`src/rtl/pkst_pkg.sv`:
```
// Package: shared types, constants and codes of the peer keepalive and sync tracker.
`default_nettype none
package pkst_pkg;

    localparam int APB_ADDR_W = 5;
    localparam int APB_DATA_W = 32;

    localparam int NUM_W = 49;
    localparam int MAG_W = 48;
    localparam int DEN_W = 16;
    localparam int QUO_W = 32;
    localparam int WORK_W = 50;

    localparam logic [30:0] SAT31 = 31'h7FFF_FFFF;
    localparam logic [15:0] SAT16 = 16'hFFFF;

    localparam logic [15:0] RST_SYNC_DELAY = 16'd1000;
    localparam logic [15:0] RST_CHECK_SEND = 16'd1000;
    localparam logic [15:0] RST_CHECK_RESEND = 16'd500;
    localparam logic [15:0] RST_REPLY_DELAY = 16'd1000;
    localparam logic [15:0] RST_MAX_UNANSWERED = 16'd5;
    localparam logic [15:0] RST_REPLIES_TO_SYNC = 16'd3;
    localparam logic [31:0] RST_MAX_UNIX_DIFF = 32'd1000;

    typedef enum logic [3:0] {
        CMD_TICK      = 4'd0,
        CMD_RECEIVED  = 4'd1,
        CMD_RESENT    = 4'd2,
        CMD_SYNCSENT  = 4'd3,
        CMD_REPLYSENT = 4'd4,
        CMD_SYNCREPLY = 4'd5,
        CMD_RESYNC    = 4'd6,
        CMD_PING      = 4'd7,
        CMD_SETDIFF   = 4'd8,
        CMD_CHECK     = 4'd9,
        CMD_SETFLAG   = 4'd10
    } cmd_t;

    typedef enum logic [2:0] {
        REG_SYNC_DELAY      = 3'd0,
        REG_CHECK_SEND      = 3'd1,
        REG_CHECK_RESEND    = 3'd2,
        REG_REPLY_DELAY     = 3'd3,
        REG_MAX_UNANSWERED  = 3'd4,
        REG_REPLIES_TO_SYNC = 3'd5,
        REG_MAX_UNIX_DIFF   = 3'd6
    } reg_idx_t;

    typedef enum logic [3:0] {
        S_IDLE,
        S_EXEC,
        S_MUL,
        S_NUM,
        S_START,
        S_DIV,
        S_PING,
        S_CHECK,
        S_DONE
    } state_t;

    typedef struct packed {
        logic [15:0] sync_delay;
        logic [15:0] check_send;
        logic [15:0] check_resend;
        logic [15:0] reply_delay;
        logic [15:0] max_unanswered;
        logic [15:0] replies_to_sync;
        logic [31:0] max_unix_diff;
    } cfg_t;

    typedef struct packed {
        logic [31:0] until_sync_request;
        logic [31:0] until_check_request;
        logic [31:0] until_check_reply;
        logic        active;
        logic        connected;
        logic        synced;
        logic        ping_known;
        logic [30:0] ping;
        logic [31:0] offset_mean;
        logic        resync_required;
        logic        in_unsynced_list;
    } res_t;

endpackage
`default_nettype wire

```
`src/rtl/pkst_if.sv`:
```
// Interfaces: the event input channel and the result output channel.
`default_nettype none
interface pkst_in_if;
    logic               valid;
    logic               ready;
    logic [3:0]         command;
    logic signed [31:0] time_offset;
    logic signed [31:0] remote_time;
    logic [47:0]        unix_time;
    logic signed [47:0] unix_difference;
    logic               unsynced_flag;

    modport source (
        output valid, command, time_offset, remote_time, unix_time,
               unix_difference, unsynced_flag,
        input  ready
    );
    modport sink (
        input  valid, command, time_offset, remote_time, unix_time,
               unix_difference, unsynced_flag,
        output ready
    );
endinterface

interface pkst_out_if;
    logic               valid;
    logic               ready;
    logic signed [31:0] until_sync_request;
    logic signed [31:0] until_check_request;
    logic signed [31:0] until_check_reply;
    logic               active;
    logic               connected;
    logic               synced;
    logic               ping_known;
    logic [30:0]        ping;
    logic signed [31:0] offset_mean;
    logic               resync_required;
    logic               in_unsynced_list;

    modport source (
        output valid, until_sync_request, until_check_request, until_check_reply,
               active, connected, synced, ping_known, ping, offset_mean,
               resync_required, in_unsynced_list,
        input  ready
    );
    modport sink (
        input  valid, until_sync_request, until_check_request, until_check_reply,
               active, connected, synced, ping_known, ping, offset_mean,
               resync_required, in_unsynced_list,
        output ready
    );
endinterface
`default_nettype wire

```
`src/rtl/pkst_regs.sv`:
```
// Configuration register bank behind the APB-style port.
`default_nettype none
module pkst_regs (
    input  wire logic                             clk,
    input  wire logic                             rst_n,
    input  wire logic                             psel,
    input  wire logic                             penable,
    input  wire logic                             pwrite,
    input  wire logic [pkst_pkg::APB_ADDR_W-1:0]  paddr,
    input  wire logic [pkst_pkg::APB_DATA_W-1:0]  pwdata,
    output logic      [pkst_pkg::APB_DATA_W-1:0]  prdata,
    output logic                                  pready,
    output pkst_pkg::cfg_t                        cfg
);
    import pkst_pkg::*;

    cfg_t     cfg_reg;
    reg_idx_t idx;
    logic     wr_en;

    assign idx    = reg_idx_t'(paddr[APB_ADDR_W-1:2]);
    assign wr_en  = psel && penable && pwrite;
    assign pready = 1'b1;
    assign cfg    = cfg_reg;

    always_ff @(posedge clk or negedge rst_n)
    begin
        if (!rst_n)
        begin
            cfg_reg.sync_delay      <= RST_SYNC_DELAY;
            cfg_reg.check_send      <= RST_CHECK_SEND;
            cfg_reg.check_resend    <= RST_CHECK_RESEND;
            cfg_reg.reply_delay     <= RST_REPLY_DELAY;
            cfg_reg.max_unanswered  <= RST_MAX_UNANSWERED;
            cfg_reg.replies_to_sync <= RST_REPLIES_TO_SYNC;
            cfg_reg.max_unix_diff   <= RST_MAX_UNIX_DIFF;
        end
        else if (wr_en)
        begin
            unique case (idx)
                REG_SYNC_DELAY:      cfg_reg.sync_delay      <= pwdata[15:0];
                REG_CHECK_SEND:      cfg_reg.check_send      <= pwdata[15:0];
                REG_CHECK_RESEND:    cfg_reg.check_resend    <= pwdata[15:0];
                REG_REPLY_DELAY:     cfg_reg.reply_delay     <= pwdata[15:0];
                REG_MAX_UNANSWERED:  cfg_reg.max_unanswered  <= pwdata[15:0];
                REG_REPLIES_TO_SYNC: cfg_reg.replies_to_sync <= pwdata[15:0];
                REG_MAX_UNIX_DIFF:   cfg_reg.max_unix_diff   <= pwdata[31:0];
                default: ;
            endcase
        end
    end

    always_comb
    begin
        unique case (idx)
            REG_SYNC_DELAY:      prdata = {16'b0, cfg_reg.sync_delay};
            REG_CHECK_SEND:      prdata = {16'b0, cfg_reg.check_send};
            REG_CHECK_RESEND:    prdata = {16'b0, cfg_reg.check_resend};
            REG_REPLY_DELAY:     prdata = {16'b0, cfg_reg.reply_delay};
            REG_MAX_UNANSWERED:  prdata = {16'b0, cfg_reg.max_unanswered};
            REG_REPLIES_TO_SYNC: prdata = {16'b0, cfg_reg.replies_to_sync};
            REG_MAX_UNIX_DIFF:   prdata = cfg_reg.max_unix_diff;
            default:             prdata = '0;
        endcase
    end

endmodule
`default_nettype wire

```
`src/rtl/pkst_div.sv`:
```
// Restoring divider, one quotient bit per cycle, truncating toward zero.
`default_nettype none
module pkst_div (
    input  wire logic                                 clk,
    input  wire logic                                 rst_n,
    input  wire logic                                 start,
    input  wire logic signed [pkst_pkg::NUM_W-1:0]    num,
    input  wire logic        [pkst_pkg::DEN_W-1:0]    den,
    output logic                                      busy,
    output logic                                      done,
    output logic signed      [pkst_pkg::QUO_W-1:0]    quo
);
    import pkst_pkg::*;

    localparam int CNT_W = $clog2(MAG_W);

    logic             busy_reg, busy_next;
    logic             done_reg, done_next;
    logic [CNT_W-1:0] cnt_reg, cnt_next;
    logic [DEN_W-1:0] rem_reg, rem_next;
    logic [MAG_W-1:0] quo_reg, quo_next;
    logic [DEN_W-1:0] den_reg, den_next;
    logic             neg_reg, neg_next;
    logic [NUM_W-1:0] mag;
    logic [DEN_W:0]   shifted;
    logic [DEN_W+1:0] trial;

    assign mag     = num[NUM_W-1] ? (NUM_W'(0) - num) : num;
    assign shifted = {rem_reg, quo_reg[MAG_W-1]};
    assign trial   = {1'b0, shifted} - {2'b0, den_reg};

    always_comb
    begin
        busy_next = busy_reg;
        done_next = 1'b0;
        cnt_next  = cnt_reg;
        rem_next  = rem_reg;
        quo_next  = quo_reg;
        den_next  = den_reg;
        neg_next  = neg_reg;
        if (start)
        begin
            busy_next = 1'b1;
            cnt_next  = '0;
            rem_next  = '0;
            quo_next  = mag[MAG_W-1:0];
            den_next  = den;
            neg_next  = num[NUM_W-1];
        end
        else if (busy_reg)
        begin
            quo_next = {quo_reg[MAG_W-2:0], ~trial[DEN_W+1]};
            rem_next = trial[DEN_W+1] ? shifted[DEN_W-1:0] : trial[DEN_W-1:0];
            cnt_next = cnt_reg + CNT_W'(1);
            if (cnt_reg == CNT_W'(MAG_W - 1))
            begin
                busy_next = 1'b0;
                done_next = 1'b1;
            end
        end
    end

    always_ff @(posedge clk or negedge rst_n)
    begin
        if (!rst_n)
        begin
            busy_reg <= 1'b0;
            done_reg <= 1'b0;
            cnt_reg  <= '0;
        end
        else
        begin
            busy_reg <= busy_next;
            done_reg <= done_next;
            cnt_reg  <= cnt_next;
        end
    end

    always_ff @(posedge clk)
    begin
        rem_reg <= rem_next;
        quo_reg <= quo_next;
        den_reg <= den_next;
        neg_reg <= neg_next;
    end

    assign busy = busy_reg;
    assign done = done_reg;
    assign quo  = neg_reg ? (QUO_W'(0) - quo_reg[QUO_W-1:0]) : quo_reg[QUO_W-1:0];

`ifndef SYNTHESIS
    a_start_idle: assert property (@(posedge clk) disable iff (!rst_n)
        start |-> !busy_reg)
        else $error("divider started while busy");
    a_done_after_busy: assert property (@(posedge clk) disable iff (!rst_n)
        done_reg |-> (!busy_reg && $past(busy_reg)))
        else $error("divider done without a preceding run");
    a_first_step: assert property (@(posedge clk) disable iff (!rst_n)
        (busy_reg && cnt_reg == '0) |-> $past(start))
        else $error("divider step count out of sequence");
`endif

endmodule
`default_nettype wire

```
`src/rtl/peer_keepalive_sync_tracker_unit.sv`:
```
// Top level: event sequencer and peer state of the keepalive and sync tracker.
//
// Channel   Direction  Transfer condition          Contents
// in_ch     sink       valid and ready high        one event with its fields
// out_ch    source     valid and ready high        one result per event
// APB       slave      psel, penable, pwrite high  configuration registers
//
// An event is taken only in the idle state and yields one result transfer.
// Most events go from S_EXEC straight to S_DONE; a ping update with sync
// replies counted passes S_PING, the resync check S_CHECK, and a sync reply
// S_MUL, S_NUM, S_START and S_DIV, where it waits for the 48-step divider.
// The result waits in an output register; a stall there holds the sequencer.
// Reset clears all peer state and loads the register defaults.
`default_nettype none
module peer_keepalive_sync_tracker_unit (
    input  wire logic                             clk,
    input  wire logic                             rst_n,
    input  wire logic                             psel,
    input  wire logic                             penable,
    input  wire logic                             pwrite,
    input  wire logic [pkst_pkg::APB_ADDR_W-1:0]  paddr,
    input  wire logic [pkst_pkg::APB_DATA_W-1:0]  pwdata,
    output logic      [pkst_pkg::APB_DATA_W-1:0]  prdata,
    output logic                                  pready,
    pkst_in_if.sink                               in_ch,
    pkst_out_if.source                            out_ch
);
    import pkst_pkg::*;

    cfg_t cfg;

    state_t state_reg, state_next;

    cmd_t               cmd_reg;
    logic signed [31:0] offset_reg;
    logic signed [31:0] remote_reg;
    logic [47:0]        unix_reg;
    logic signed [47:0] udiff_reg;
    logic               flag_reg;

    logic [31:0]        now_reg, now_next;
    logic [30:0]        since_sync_reg, since_sync_next;
    logic [15:0]        cur_sync_reg, cur_sync_next;
    logic [30:0]        since_chk_reg, since_chk_next;
    logic [15:0]        cur_chk_reg, cur_chk_next;
    logic [30:0]        since_rep_reg, since_rep_next;
    logic [15:0]        unans_reg, unans_next;
    logic               ever_reg, ever_next;
    logic               mark_reg, mark_next;
    logic signed [31:0] mean_reg, mean_next;
    logic [15:0]        rcount_reg, rcount_next;
    logic [30:0]        ping_reg, ping_next;
    logic               ping_valid_reg, ping_valid_next;
    logic signed [47:0] stored_diff_reg, stored_diff_next;
    logic               resync_reg, resync_next;
    logic [WORK_W-1:0]  work_reg, work_next;

    res_t res_reg, res_next;
    logic out_valid_reg, out_valid_next;

    logic                     div_start;
    logic                     div_busy;
    logic                     div_done;
    logic signed [QUO_W-1:0]  div_quo;

    logic [15:0]        nm1;
    logic signed [48:0] prod;
    logic [WORK_W-1:0]  pdiff;
    logic [WORK_W-1:0]  absd;
    logic               accept;
    logic               active;

    pkst_regs u_regs (
        .clk     (clk),
        .rst_n   (rst_n),
        .psel    (psel),
        .penable (penable),
        .pwrite  (pwrite),
        .paddr   (paddr),
        .pwdata  (pwdata),
        .prdata  (prdata),
        .pready  (pready),
        .cfg     (cfg)
    );

    pkst_div u_div (
        .clk   (clk),
        .rst_n (rst_n),
        .start (div_start),
        .num   (work_reg[NUM_W-1:0]),
        .den   (rcount_reg),
        .busy  (div_busy),
        .done  (div_done),
        .quo   (div_quo)
    );

    assign in_ch.ready = (state_reg == S_IDLE);
    assign accept      = in_ch.valid && in_ch.ready;

    assign nm1    = rcount_reg - 16'd1;
    assign prod   = $signed({1'b0, nm1}) * mean_reg;
    assign pdiff  = {18'b0, now_reg} - work_reg;
    assign absd   = work_reg[WORK_W-1] ? (WORK_W'(0) - work_reg) : work_reg;
    assign active = (unans_reg <= cfg.max_unanswered);

    always_comb
    begin
        state_next       = state_reg;
        now_next         = now_reg;
        since_sync_next  = since_sync_reg;
        cur_sync_next    = cur_sync_reg;
        since_chk_next   = since_chk_reg;
        cur_chk_next     = cur_chk_reg;
        since_rep_next   = since_rep_reg;
        unans_next       = unans_reg;
        ever_next        = ever_reg;
        mark_next        = mark_reg;
        mean_next        = mean_reg;
        rcount_next      = rcount_reg;
        ping_next        = ping_reg;
        ping_valid_next  = ping_valid_reg;
        stored_diff_next = stored_diff_reg;
        resync_next      = resync_reg;
        work_next        = work_reg;
        res_next         = res_reg;
        out_valid_next   = out_valid_reg && !out_ch.ready;
        div_start        = 1'b0;

        unique case (state_reg)
            S_IDLE:
            begin
                if (accept)
                begin
                    resync_next = 1'b0;
                    state_next  = S_EXEC;
                end
            end
            S_EXEC:
            begin
                state_next = S_DONE;
                unique case (cmd_reg)
                    CMD_TICK:
                    begin
                        now_next        = now_reg + 32'd1;
                        since_sync_next = (since_sync_reg == SAT31) ? SAT31
                                          : since_sync_reg + 31'd1;
                        since_chk_next  = (since_chk_reg == SAT31) ? SAT31
                                          : since_chk_reg + 31'd1;
                        since_rep_next  = (since_rep_reg == SAT31) ? SAT31
                                          : since_rep_reg + 31'd1;
                    end
                    CMD_RECEIVED:
                    begin
                        since_chk_next = '0;
                        cur_chk_next   = cfg.check_send;
                        unans_next     = '0;
                        ever_next      = 1'b1;
                    end
                    CMD_RESENT:
                    begin
                        since_chk_next = '0;
                        cur_chk_next   = cfg.check_resend;
                        if (unans_reg != SAT16)
                        begin
                            unans_next = unans_reg + 16'd1;
                        end
                    end
                    CMD_SYNCSENT:
                    begin
                        since_sync_next = '0;
                        cur_sync_next   = cfg.sync_delay;
                    end
                    CMD_REPLYSENT:
                    begin
                        since_rep_next = '0;
                    end
                    CMD_SYNCREPLY:
                    begin
                        if (rcount_reg != SAT16)
                        begin
                            rcount_next = rcount_reg + 16'd1;
                        end
                        state_next = S_MUL;
                    end
                    CMD_RESYNC:
                    begin
                        ping_valid_next = 1'b0;
                        ping_next       = '0;
                        rcount_next     = '0;
                    end
                    CMD_PING:
                    begin
                        if (rcount_reg != 16'd0)
                        begin
                            work_next  = {{18{remote_reg[31]}}, remote_reg}
                                       + {{18{mean_reg[31]}}, mean_reg};
                            state_next = S_PING;
                        end
                    end
                    CMD_SETDIFF:
                    begin
                        stored_diff_next = udiff_reg;
                    end
                    CMD_CHECK:
                    begin
                        work_next  = {{2{stored_diff_reg[47]}}, stored_diff_reg}
                                   - {2'b0, unix_reg};
                        state_next = S_CHECK;
                    end
                    CMD_SETFLAG:
                    begin
                        mark_next = flag_reg;
                    end
                    default: ;
                endcase
            end
            S_MUL:
            begin
                work_next  = {prod[48], prod};
                state_next = S_NUM;
            end
            S_NUM:
            begin
                work_next  = work_reg + {{18{offset_reg[31]}}, offset_reg};
                state_next = S_START;
            end
            S_START:
            begin
                div_start  = 1'b1;
                state_next = S_DIV;
            end
            S_DIV:
            begin
                if (div_done)
                begin
                    mean_next  = div_quo;
                    state_next = S_DONE;
                end
            end
            S_PING:
            begin
                if (pdiff[WORK_W-1])
                begin
                    ping_next = '0;
                end
                else if (|pdiff[WORK_W-2:31])
                begin
                    ping_next = SAT31;
                end
                else
                begin
                    ping_next = pdiff[30:0];
                end
                ping_valid_next = 1'b1;
                state_next      = S_DONE;
            end
            S_CHECK:
            begin
                resync_next = (rcount_reg != 16'd0) && (absd > {18'b0, cfg.max_unix_diff});
                state_next  = S_DONE;
            end
            S_DONE:
            begin
                if (!out_valid_reg || out_ch.ready)
                begin
                    res_next.until_sync_request  = {16'b0, cur_sync_reg}
                                                 - {1'b0, since_sync_reg};
                    res_next.until_check_request = {16'b0, cur_chk_reg}
                                                 - {1'b0, since_chk_reg};
                    res_next.until_check_reply   = {16'b0, cfg.reply_delay}
                                                 - {1'b0, since_rep_reg};
                    res_next.active              = active;
                    res_next.connected           = active && ever_reg;
                    res_next.synced              = (rcount_reg >= cfg.replies_to_sync);
                    res_next.ping_known          = ping_valid_reg;
                    res_next.ping                = ping_valid_reg ? ping_reg : '0;
                    res_next.offset_mean         = mean_reg;
                    res_next.resync_required     = resync_reg;
                    res_next.in_unsynced_list    = mark_reg;
                    out_valid_next               = 1'b1;
                    state_next                   = S_IDLE;
                end
            end
            default:
            begin
                state_next = S_IDLE;
            end
        endcase
    end

    always_ff @(posedge clk or negedge rst_n)
    begin
        if (!rst_n)
        begin
            state_reg       <= S_IDLE;
            now_reg         <= '0;
            since_sync_reg  <= '0;
            cur_sync_reg    <= '0;
            since_chk_reg   <= '0;
            cur_chk_reg     <= '0;
            since_rep_reg   <= '0;
            unans_reg       <= '0;
            ever_reg        <= 1'b0;
            mark_reg        <= 1'b0;
            mean_reg        <= '0;
            rcount_reg      <= '0;
            ping_reg        <= '0;
            ping_valid_reg  <= 1'b0;
            stored_diff_reg <= '0;
            resync_reg      <= 1'b0;
            out_valid_reg   <= 1'b0;
        end
        else
        begin
            state_reg       <= state_next;
            now_reg         <= now_next;
            since_sync_reg  <= since_sync_next;
            cur_sync_reg    <= cur_sync_next;
            since_chk_reg   <= since_chk_next;
            cur_chk_reg     <= cur_chk_next;
            since_rep_reg   <= since_rep_next;
            unans_reg       <= unans_next;
            ever_reg        <= ever_next;
            mark_reg        <= mark_next;
            mean_reg        <= mean_next;
            rcount_reg      <= rcount_next;
            ping_reg        <= ping_next;
            ping_valid_reg  <= ping_valid_next;
            stored_diff_reg <= stored_diff_next;
            resync_reg      <= resync_next;
            out_valid_reg   <= out_valid_next;
        end
    end

    always_ff @(posedge clk)
    begin
        work_reg <= work_next;
        res_reg  <= res_next;
        if (accept)
        begin
            cmd_reg    <= cmd_t'(in_ch.command);
            offset_reg <= in_ch.time_offset;
            remote_reg <= in_ch.remote_time;
            unix_reg   <= in_ch.unix_time;
            udiff_reg  <= in_ch.unix_difference;
            flag_reg   <= in_ch.unsynced_flag;
        end
    end

    assign out_ch.valid               = out_valid_reg;
    assign out_ch.until_sync_request  = res_reg.until_sync_request;
    assign out_ch.until_check_request = res_reg.until_check_request;
    assign out_ch.until_check_reply   = res_reg.until_check_reply;
    assign out_ch.active              = res_reg.active;
    assign out_ch.connected           = res_reg.connected;
    assign out_ch.synced              = res_reg.synced;
    assign out_ch.ping_known          = res_reg.ping_known;
    assign out_ch.ping                = res_reg.ping;
    assign out_ch.offset_mean         = res_reg.offset_mean;
    assign out_ch.resync_required     = res_reg.resync_required;
    assign out_ch.in_unsynced_list    = res_reg.in_unsynced_list;

`ifndef SYNTHESIS
    a_ping_needs_replies: assert property (@(posedge clk) disable iff (!rst_n)
        ping_valid_reg |-> (rcount_reg != 16'd0))
        else $error("ping marked known with no sync replies counted");
    a_mean_from_divider: assert property (@(posedge clk) disable iff (!rst_n)
        (mean_reg != $past(mean_reg)) |-> $past(div_done))
        else $error("mean offset changed outside a divider completion");
    a_result_from_done: assert property (@(posedge clk) disable iff (!rst_n)
        $rose(out_valid_reg) |-> ($past(state_reg) == S_DONE))
        else $error("result transfer offered outside the done state");
    a_divider_in_div_state: assert property (@(posedge clk) disable iff (!rst_n)
        div_busy |-> (state_reg == S_DIV))
        else $error("divider running while the sequencer is elsewhere");
`endif

endmodule
`default_nettype wire
```
`src/flat_wrapper.sv`:
```
// flat-port wrapper written by rule: the top's interface ports become plain ports
module peer_keepalive_sync_tracker_unit_flat import pkst_pkg::*;
  (clk, rst_n, psel, penable, pwrite, paddr, pwdata, prdata, pready, in_ch_valid, in_ch_command, in_ch_time_offset, in_ch_remote_time, in_ch_unix_time, in_ch_unix_difference, in_ch_unsynced_flag, in_ch_ready, out_ch_valid, out_ch_until_sync_request, out_ch_until_check_request, out_ch_until_check_reply, out_ch_active, out_ch_connected, out_ch_synced, out_ch_ping_known, out_ch_ping, out_ch_offset_mean, out_ch_resync_required, out_ch_in_unsynced_list, out_ch_ready);
  pkst_in_if in_ch_i ();
  pkst_out_if out_ch_i ();
  input  wire logic clk;
  input  wire logic rst_n;
  input  wire logic psel;
  input  wire logic penable;
  input  wire logic pwrite;
  input  wire logic [pkst_pkg::APB_ADDR_W-1:0] paddr;
  input  wire logic [pkst_pkg::APB_DATA_W-1:0] pwdata;
  output logic      [pkst_pkg::APB_DATA_W-1:0] prdata;
  output logic pready;
  input wire logic [$bits(in_ch_i.valid)-1:0] in_ch_valid;
  input wire logic [$bits(in_ch_i.command)-1:0] in_ch_command;
  input wire logic [$bits(in_ch_i.time_offset)-1:0] in_ch_time_offset;
  input wire logic [$bits(in_ch_i.remote_time)-1:0] in_ch_remote_time;
  input wire logic [$bits(in_ch_i.unix_time)-1:0] in_ch_unix_time;
  input wire logic [$bits(in_ch_i.unix_difference)-1:0] in_ch_unix_difference;
  input wire logic [$bits(in_ch_i.unsynced_flag)-1:0] in_ch_unsynced_flag;
  output wire logic [$bits(in_ch_i.ready)-1:0] in_ch_ready;
  output wire logic [$bits(out_ch_i.valid)-1:0] out_ch_valid;
  output wire logic [$bits(out_ch_i.until_sync_request)-1:0] out_ch_until_sync_request;
  output wire logic [$bits(out_ch_i.until_check_request)-1:0] out_ch_until_check_request;
  output wire logic [$bits(out_ch_i.until_check_reply)-1:0] out_ch_until_check_reply;
  output wire logic [$bits(out_ch_i.active)-1:0] out_ch_active;
  output wire logic [$bits(out_ch_i.connected)-1:0] out_ch_connected;
  output wire logic [$bits(out_ch_i.synced)-1:0] out_ch_synced;
  output wire logic [$bits(out_ch_i.ping_known)-1:0] out_ch_ping_known;
  output wire logic [$bits(out_ch_i.ping)-1:0] out_ch_ping;
  output wire logic [$bits(out_ch_i.offset_mean)-1:0] out_ch_offset_mean;
  output wire logic [$bits(out_ch_i.resync_required)-1:0] out_ch_resync_required;
  output wire logic [$bits(out_ch_i.in_unsynced_list)-1:0] out_ch_in_unsynced_list;
  input wire logic [$bits(out_ch_i.ready)-1:0] out_ch_ready;
  assign in_ch_i.valid = in_ch_valid;
  assign in_ch_i.command = in_ch_command;
  assign in_ch_i.time_offset = in_ch_time_offset;
  assign in_ch_i.remote_time = in_ch_remote_time;
  assign in_ch_i.unix_time = in_ch_unix_time;
  assign in_ch_i.unix_difference = in_ch_unix_difference;
  assign in_ch_i.unsynced_flag = in_ch_unsynced_flag;
  assign in_ch_ready = in_ch_i.ready;
  assign out_ch_valid = out_ch_i.valid;
  assign out_ch_until_sync_request = out_ch_i.until_sync_request;
  assign out_ch_until_check_request = out_ch_i.until_check_request;
  assign out_ch_until_check_reply = out_ch_i.until_check_reply;
  assign out_ch_active = out_ch_i.active;
  assign out_ch_connected = out_ch_i.connected;
  assign out_ch_synced = out_ch_i.synced;
  assign out_ch_ping_known = out_ch_i.ping_known;
  assign out_ch_ping = out_ch_i.ping;
  assign out_ch_offset_mean = out_ch_i.offset_mean;
  assign out_ch_resync_required = out_ch_i.resync_required;
  assign out_ch_in_unsynced_list = out_ch_i.in_unsynced_list;
  assign out_ch_i.ready = out_ch_ready;
  peer_keepalive_sync_tracker_unit u_core (.clk(clk), .rst_n(rst_n), .psel(psel), .penable(penable), .pwrite(pwrite), .paddr(paddr), .pwdata(pwdata), .prdata(prdata), .pready(pready), .in_ch(in_ch_i), .out_ch(out_ch_i));
endmodule
```
`config.mk`:
```
export PLATFORM = sky130hd
export DESIGN_NAME = peer_keepalive_sync_tracker_unit_flat
export DESIGN_NICKNAME = d
export VERILOG_FILES = /design/src/rtl/pkst_pkg.sv /design/src/rtl/pkst_if.sv /design/src/rtl/pkst_regs.sv /design/src/rtl/pkst_div.sv /design/src/rtl/peer_keepalive_sync_tracker_unit.sv /design/src/flat_wrapper.sv
export SDC_FILE = /design/constraint.sdc
export NUM_CORES = 2
export LEC_CHECK = 0
export BUFFER_PORTS_ARGS = -buffer_cell sky130_fd_sc_hd__clkbuf_2
export CAP_MARGIN = 20
export CORE_MARGIN = 1.5
export CORE_UTILIZATION = 60
export DETAILED_ROUTE_END_ITERATION = 16
export HOLD_SLACK_MARGIN = 0.03
export PLACE_DENSITY = 0.86
export SYNTH_ARGS = -nofsm -noshare
export SYNTH_HDL_FRONTEND = slang
export SYNTH_SLANG_ARGS = --single-unit
```
`constraint.sdc`:
```
create_clock -name clk -period 11.1 [get_ports clk]
set_input_delay 1.665 -clock clk [delete_from_list [all_inputs] [get_ports clk]]
set_output_delay 1.665 -clock clk [all_outputs]
set_load 0.02 [all_outputs]
```
# [Word-level counts from Yosys, hierarchy flattened]
# Index checks and enable logic that the tools add are counted.
[classes] n_bitwise=1 addsub=19 n_reduce_logical=49 n_eq_ne=38 mux=46 magnitude_cmp=3 n_mul=1
[ops] operator="$pmux W31 S2" count=4
[ops] operator="$pmux W32 S7" count=1
[ops] operator="$mux W31" count=6
[ops] operator="$pmux W50 S3" count=1
[ops] operator="$mux W48" count=3
[ops] operator="$mux W50" count=2
[ops] operator="$pmux W50 S2" count=1
[ops] operator="$pmux W16 S2" count=3
[ops] operator="$sub A16 B31 Y32" count=3
[ops] operator="$add A31 B1 Y31 const B" count=3
[ops] operator="$eq A31 B31 Y1 const B" count=3
[ops] operator="$add A50 B50 Y50" count=1
[ops] operator="$gt A50 B32 Y1" count=1
[ops] operator="$sub A1 B50 Y50 const A" count=1
[ops] operator="$sub A32 B50 Y50" count=1
[ops] operator="$sub A48 B49 Y50" count=1
[ops] operator="$mul A17 B32 Y49" count=1
[ops] operator="$mux W16" count=3
[ops] operator="$sub A1 B48 Y48 const A" count=1
[ops] operator="$reduce_and A2 Y1" count=20
[ops] operator="$add A32 B32 Y33" count=1
[ops] operator="$add A16 B1 Y16 const B" count=2
[ops] operator="$add A32 B1 Y32 const B" count=1
[ops] operator="$eq A4 B3 Y1 const B" count=8
[ops] operator="36 further kinds" count=85
[totals] reg_bits=906 wordCells=206 out_inout_bits=200 inputBits=209

# [Longest topological paths before layout]
[depth] ltp_word=5 depth_mapped=32 depth_no_buf=30

# [By module]
# From an unflattened synthesis, not the netlist that was laid out.
[unflattened] hier_cells=7452 area_unflattened_um2=72134.2
[by_module_without_submodules] mod="peer_keepalive_sync_tracker_unit" cells_per_inst=6385 n_inst=1 seq_area_each_um2=19143.4 area_each_um2=60172.7
[by_module_without_submodules] mod="pkst_regs" cells_per_inst=438 n_inst=1 seq_area_each_um2=3245.6 area_each_um2=6062.1
[by_module_without_submodules] mod="pkst_div" cells_per_inst=629 n_inst=1 seq_area_each_um2=2472.4 area_each_um2=5899.4

# [Worst setup path after synthesis]
# Ideal clock, no wire load.
[synth_path] kind="register to register" start="register u_core.rcount_reg[0]" end="register u_core.work_reg[42] (data pin)" path_slack_ps=2787 arrival_time_ps=8054 period_less_slack_ps=8313 required_ps=10841 setup_ps=259 path_stages_with_launch=31 path_buffers=2 cell_sequence="dfrtp_1 -> inv_1 -> clkbuf_1 -> ha_1 -> and3_1 -> nand2_1 -> nor3_1 -> xor2_1 -> clkbuf_1 -> nand2_1 -> fa_1 -> inv_1 -> fa_1 -> fa_1 -> fa_1 -> fa_1 -> inv_1 -> fa_1 -> inv_1 -> ha_1 -> a21o_1 -> a21oi_1 -> o21ai_0 -> a221oi_1 -> or4b_1 -> a31oi_1 -> o21ai_0 -> a21o_1 -> a21oi_1 -> xnor2_1 -> a211o_1"
[synth_between] elab_chain_len=3
[synth_rtl] item="from (decl)" line="peer_keepalive_sync_tracker_unit.sv:51" source="logic [15:0] rcount_reg, rcount_next;"
[synth_rtl] item="from (signal assigned)" line="peer_keepalive_sync_tracker_unit.sv:326" source="rcount_reg <= rcount_next;"
[synth_rtl] item="$sub A16 B1 Y16" line="peer_keepalive_sync_tracker_unit.sv:100" source="assign nm1 = rcount_reg - 16'd1;"
[synth_rtl] item="$mul A17 B32 Y49" line="peer_keepalive_sync_tracker_unit.sv:101" source="assign prod = $signed({1'b0, nm1}) * mean_reg;"
[synth_rtl] item="$pmux W50 S3" line="peer_keepalive_sync_tracker_unit.sv:129" source="unique case (state_reg)"
[synth_rtl] item="named net u_core.work_next[42]" line="peer_keepalive_sync_tracker_unit.sv:56" source="logic [WORK_W-1:0] work_reg, work_next;"
[synth_rtl] item="to (signal assigned)" line="peer_keepalive_sync_tracker_unit.sv:337" source="work_reg <= work_next;"
[synth_rtl] item="to (decl)" line="peer_keepalive_sync_tracker_unit.sv:56"
# The timed path passes the listed nets, and every way through them passes these cells.
# A chain may end at the register's enable or synchronous reset.

# [Worst setup path after layout]
[layout_path] start="register u_core.rcount_reg[4]" end="register u_core.work_reg[42] (data pin)"
# The elaborated chain is that of the path after synthesis.

==> flow_summary.html <==
<table>
<tr><th>Metric</th><th>Value</th></tr>
<tr><th colspan="2">Final layout</th></tr>
<tr><td>Post-layout utilization of the core</td><td>0.667</td></tr>
<tr><td>Share of cells above drive strength 1</td><td>0.118</td></tr>
<tr><td># nets final</td><td>8,729</td></tr>
<tr><td>Most common cell after layout, fill and taps aside</td><td>sky130_fd_sc_hd__inv_1</td></tr>
<tr><td>Max FFs per register</td><td>128</td></tr>
<tr><td>Area growth syn-to-layout</td><td>10.1%</td></tr>
<tr><td>Fill cell total of the finished layout</td><td>8,570</td></tr>
<tr><td>Most frequent cells in the layout</td><td>905 x sky130_fd_sc_hd__inv_1, 883 x sky130_fd_sc_hd__nand2_1, 497 x sky130_fd_sc_hd__fa_1, 445 x sky130_fd_sc_hd__edfxtp_1, 418 x sky130_fd_sc_hd__ha_1</td></tr>
<tr><th colspan="2">Yosys</th></tr>
<tr><td>Post-Synthesis Net Count</td><td>approximately 8,500</td></tr>
<tr><td>Mapped cell area</td><td>0.0705 sq mm</td></tr>
<tr><td>Sequential-to-total area share from yosys stat</td><td>0.353</td></tr>
<tr><td>Proportion of synthesized flip-flops having asynchronous set or reset</td><td>0.491</td></tr>
<tr><td>Mapped Avg Cell Area</td><td>around 9.6 sq um</td></tr>
<tr><td>Synthesized instance count</td><td>roughly 7,300</td></tr>
<tr><td>Number of flops mapped to enable cells by yosys</td><td>445</td></tr>
<tr><td>Synth warn</td><td>0</td></tr>
<tr><td>Most used flip-flop cell after synthesis</td><td>sky130_fd_sc_hd__edfxtp_1</td></tr>
<tr><td>Synth Register Bits</td><td>906</td></tr>
<tr><td>Count of different cell masters after synthesis</td><td>97</td></tr>
<tr><th colspan="2">Route</th></tr>
<tr><td>DRT antenna net count</td><td>0</td></tr>
<tr><td>Aggregate routed wire length</td><td>201,000 um</td></tr>
<tr><td>Uppermost layer routed</td><td>met5</td></tr>
<tr><td>WL met3</td><td>roughly 20,000 um</td></tr>
<tr><td>Vias</td><td>56,900</td></tr>
<tr><td>Sum of met2 wire segment lengths after detailed routing</td><td>93,700 um</td></tr>
<tr><td>Via/cell ratio</td><td>6.17</td></tr>
<tr><td>Number of search-and-repair iterations in the first detailed-routing pass</td><td>6</td></tr>
<tr><td>Routed length per placed instance</td><td>roughly 22 um</td></tr>
<tr><td>Initial DRC count</td><td>5,851</td></tr>
<tr><td>DRC violations left</td><td>0</td></tr>
<tr><td>Metal1 wirelength</td><td>73,500 um</td></tr>
<tr><th colspan="2">STA</th></tr>
<tr><td>Slew of the pin with the lowest slew margin</td><td>~1200 ps</td></tr>
<tr><td>FMAX</td><td>between 0.09 and 0.1 GHz</td></tr>
<tr><td>Setup violation total in the final timing report</td><td>0</td></tr>
<tr><td>Share of the clock period used by the worst path after layout</td><td>0.905</td></tr>
<tr><td>Worst-case hold slack</td><td>roughly 480 ps</td></tr>
<tr><td>Post-Route Skew</td><td>about 47 ps</td></tr>
<tr><td>Slew HR</td><td>0.203</td></tr>
<tr><td>Slew Viols, Final</td><td>0</td></tr>
<tr><td>Shortest period the worst path allows</td><td>10,050 ps</td></tr>
<tr><td>TNS Setup</td><td>0 ps</td></tr>
<tr><td>Final Hold Violating Endpoints</td><td>0</td></tr>
<tr><td>Unrepaired setup endpoints after global routing</td><td>false</td></tr>
<tr><th colspan="2">Power</th></tr>
<tr><td>Leak Pwr</td><td>36.0 nW</td></tr>
<tr><td>Ratio of total power to cell area</td><td>196 mW/mm^2</td></tr>
<tr><td>Fraction of power consumed by combinational cells</td><td>0.427</td></tr>
<tr><td>Switching Share</td><td>0.410</td></tr>
<tr><td>Internal portion of total power</td><td>8.98 mW</td></tr>
<tr><td>Relative contribution of the clock network to total power</td><td>0.224</td></tr>
<tr><td>Seq pwr share</td><td>0.350</td></tr>
<tr><td>Worst vdd ir</td><td>0.221 mV</td></tr>
<tr><td>Sw Pwr</td><td>6.24 mW</td></tr>
<tr><th colspan="2">Setup path</th></tr>
<tr><td>Element type at the critical path start</td><td>flop</td></tr>
<tr><td>Data required time at the worst endpoint</td><td>about 12,000 ps</td></tr>
<tr><td>Largest driver fanout on the critical path</td><td>20</td></tr>
<tr><td>Setup CP Type</td><td>flop to flop</td></tr>
<tr><td>Arrival time of the worst setup path</td><td>10,510 ps</td></tr>
<tr><td>Type of destination of the critical path</td><td>flop</td></tr>
<tr><th colspan="2">Floorplan</th></tr>
<tr><td>Die height</td><td>346 um</td></tr>
<tr><td>Initial Util</td><td>0.606</td></tr>
<tr><td>Width of the die</td><td>346 um</td></tr>
<tr><td>Core region area</td><td>about 0.12 sq mm</td></tr>
<tr><td>I/O pin total</td><td>just over 400</td></tr>
<tr><td>Row count</td><td>roughly 130</td></tr>
<tr><td>Die area</td><td>0.120 sq mm</td></tr>
<tr><th colspan="2">Global routing</th></tr>
<tr><td>Vias in the first global route</td><td>57,000</td></tr>
<tr><td>Largest net degree at the start of global routing</td><td>159</td></tr>
<tr><td>GRT Overall Usage</td><td>0.335</td></tr>
<tr><td>Wire length of the first global-routing pass</td><td>315,000 um</td></tr>
<tr><td>Overflow left after global routing</td><td>0</td></tr>
<tr><td>Initial antenna violation count</td><td>12</td></tr>
<tr><th colspan="2">CTS</th></tr>
<tr><td>Cts-stage hold buffer count</td><td>0</td></tr>
<tr><td>Later-pin clock latency in the skew report</td><td>around 700 ps</td></tr>
<tr><td>CTS tree</td><td>yes</td></tr>
<tr><td>CTS clk-pin slew, worst paths</td><td>about 60 ps</td></tr>
<tr><td>Buffers from clock root to sink, at most</td><td>3</td></tr>
<tr><td># resized after CTS</td><td>0</td></tr>
<tr><td>Num Clock Sinks</td><td>906</td></tr>
<tr><td>H-tree depth</td><td>3</td></tr>
<tr><td>Setup fix buffers added after clock tree synthesis</td><td>0</td></tr>
<tr><td>CTS Root Cell</td><td>sky130_fd_sc_hd__clkbuf_16</td></tr>
<tr><td>CTS buffer count</td><td>96</td></tr>
<tr><th colspan="2">Placed design</th></tr>
<tr><td>GPL Wtd Cong</td><td>roughly 1.0</td></tr>
<tr><td>Post-detailed-placement half-perimeter wirelength</td><td>150,000 um</td></tr>
<tr><td>Count of port buffers added during placement</td><td>405</td></tr>
<tr><th colspan="2">Job</th></tr>
<tr><td>Max-capacitance violation count</td><td>0</td></tr>
<tr><th colspan="2">Worst hold path</th></tr>
<tr><td>Worst hold path class</td><td>flop to flop</td></tr>
<tr><th colspan="2">Status</th></tr>
<tr><td>Run status</td><td>complete, no violations</td></tr>
</table>
==> area by class of cell <==
| class | instances | area [sq um] | area share |
|---|---|---|---|
| Multi-Input combinational cell | 5208 | 41300 | 0.532 |
| Sequential cell | 906 | 24900 | 0.321 |
| Antenna cell | 8 | 20.0 | 0.000258 |
| Clock buffer | 129 | 2750 | 0.0355 |
| Tap cell | 1524 | 1910 | 0.0246 |
| Clock inverter | 52 | 608 | 0.00784 |
| Inverter | 906 | 3400 | 0.0438 |
| Timing Repair Buffer | 487 | 2730 | 0.0352 |
==> power by group through the flow <==
stage               registers (mW)  clock network (mW)  logic [mW]
floorplan                     5.22                   0        4.40
global placement              5.29                   0        6.01
detailed placement            5.33                   0        6.24
CTS                           5.28                3.42        6.33
global route                  5.37                3.55        7.03
finish                        5.32                3.40        6.50
==> synth_stat cells, types with 34 or more instances <==
cell	n	area share
sky130_fd_sc_hd__a211oi_1	44	0.0047
sky130_fd_sc_hd__a21o_1	144	0.015
sky130_fd_sc_hd__a21oi_1	407	0.029
sky130_fd_sc_hd__a31oi_1	58	0.0051
sky130_fd_sc_hd__and2_1	180	0.016
sky130_fd_sc_hd__and3_1	69	0.0061
sky130_fd_sc_hd__clkbuf_1	281	0.015
sky130_fd_sc_hd__dfrtp_1	411	0.15
sky130_fd_sc_hd__dfstp_2	34	0.013
sky130_fd_sc_hd__edfxtp_1	445	0.19
sky130_fd_sc_hd__fa_1	497	0.14
sky130_fd_sc_hd__ha_1	418	0.074
sky130_fd_sc_hd__inv_1	905	0.048
sky130_fd_sc_hd__mux2_2	134	0.021
sky130_fd_sc_hd__mux2i_1	67	0.0095
sky130_fd_sc_hd__nand2_1	884	0.047
sky130_fd_sc_hd__nand2b_1	83	0.0074
sky130_fd_sc_hd__nand3_1	138	0.0098
sky130_fd_sc_hd__nand4_1	54	0.0048
sky130_fd_sc_hd__nor2_1	338	0.018
sky130_fd_sc_hd__nor2b_1	120	0.011
sky130_fd_sc_hd__nor3_1	121	0.0086
sky130_fd_sc_hd__o211ai_1	43	0.0046
sky130_fd_sc_hd__o21a_1	36	0.0038
sky130_fd_sc_hd__o21ai_0	402	0.029
sky130_fd_sc_hd__or3_1	54	0.0048
sky130_fd_sc_hd__xnor2_1	285	0.035
sky130_fd_sc_hd__xor2_1	178	0.022
==> path summary, 6_finish.rpt <==
path	start	endpoint	slack, ps	cells past startpoint
max	u_core.rcount_reg[4]$_DFFE_PN0P_	u_core.work_reg[42]$_DFFE_PP_	1050	27
min	u_core.now_reg[31]$_DFFE_PN0P_	u_core.now_reg[31]$_DFFE_PN0P_	480	1
max reg2reg	u_core.rcount_reg[4]$_DFFE_PN0P_	u_core.work_reg[42]$_DFFE_PP_	1050	27
min reg2reg	u_core.now_reg[31]$_DFFE_PN0P_	u_core.now_reg[31]$_DFFE_PN0P_	480	1
max in group asynchronous	rst_n	u_core.u_regs.cfg[95]$_DFFE_PN0P_	7830	3
min in group asynchronous	rst_n	u_core.since_rep_reg[26]$_DFFE_PN0P_	940	1
==> layer usage <==
layer,track usage,vias to the layer above
met5,0,-
met4,0.202,10
met3,0.0636,678
met2,0.547,3053
met1,0.415,27800
li1,-,25400
==> worst max-delay path: stages (launching register included) <==
cell and delay, ps:
sky130_fd_sc_hd__dfrtp_1 520, sky130_fd_sc_hd__nor4_1 560, sky130_fd_sc_hd__and3_1 380, sky130_fd_sc_hd__nand2_1 160, sky130_fd_sc_hd__nor3_1 270, sky130_fd_sc_hd__xor2_2 870
sky130_fd_sc_hd__nand2_1 190, sky130_fd_sc_hd__fa_1 570, sky130_fd_sc_hd__inv_1 60, sky130_fd_sc_hd__fa_1 480, sky130_fd_sc_hd__fa_1 530, sky130_fd_sc_hd__fa_1 540
sky130_fd_sc_hd__fa_1 560, sky130_fd_sc_hd__inv_1 60, sky130_fd_sc_hd__fa_1 530, sky130_fd_sc_hd__inv_1 40, sky130_fd_sc_hd__ha_1 380, sky130_fd_sc_hd__a21o_1 210
sky130_fd_sc_hd__a21oi_1 190, sky130_fd_sc_hd__o21ai_0 160, sky130_fd_sc_hd__a221oi_1 400, sky130_fd_sc_hd__or4b_1 540, sky130_fd_sc_hd__a31oi_1 480, sky130_fd_sc_hd__o21ai_0 140
sky130_fd_sc_hd__a21o_1 230, sky130_fd_sc_hd__a21oi_1 190, sky130_fd_sc_hd__xnor2_1 210, sky130_fd_sc_hd__a211o_1 350
==> cells by family (layout without fill, tap and decap cells) <==
group,after synthesis,after routing,share of synthesized area
mux,207,207,0.0328
other cells,1,9,0.0000532
xor+xnor,464,464,0.0578
flops,906,906,0.353
fa+ha+maj,915,915,0.215
simple gates,2171,2171,0.147
buf+inv,1217,1574,0.0650
compound gates,1450,1450,0.129
==> per-stage QoR <==
stage | cell area [sq um] | std cells | power [mW] | setup slack [ps]
2_1_floorplan | 70500 | 7331 | 9.62 | 2790
3_3_place_gp | 74000 | 9021 | 11.3 | 1440
3_5_place_dp | 74100 | 9022 | 11.6 | 1220
4_1_cts | 77400 | 9203 | 15.0 | 1200
5_1_grt | 77500 | 9216 | 16.0 | 714
6_report | 77600 | 9220 | 15.2 | 1050
Note: power is estimated with default switching activity, not from simulation.
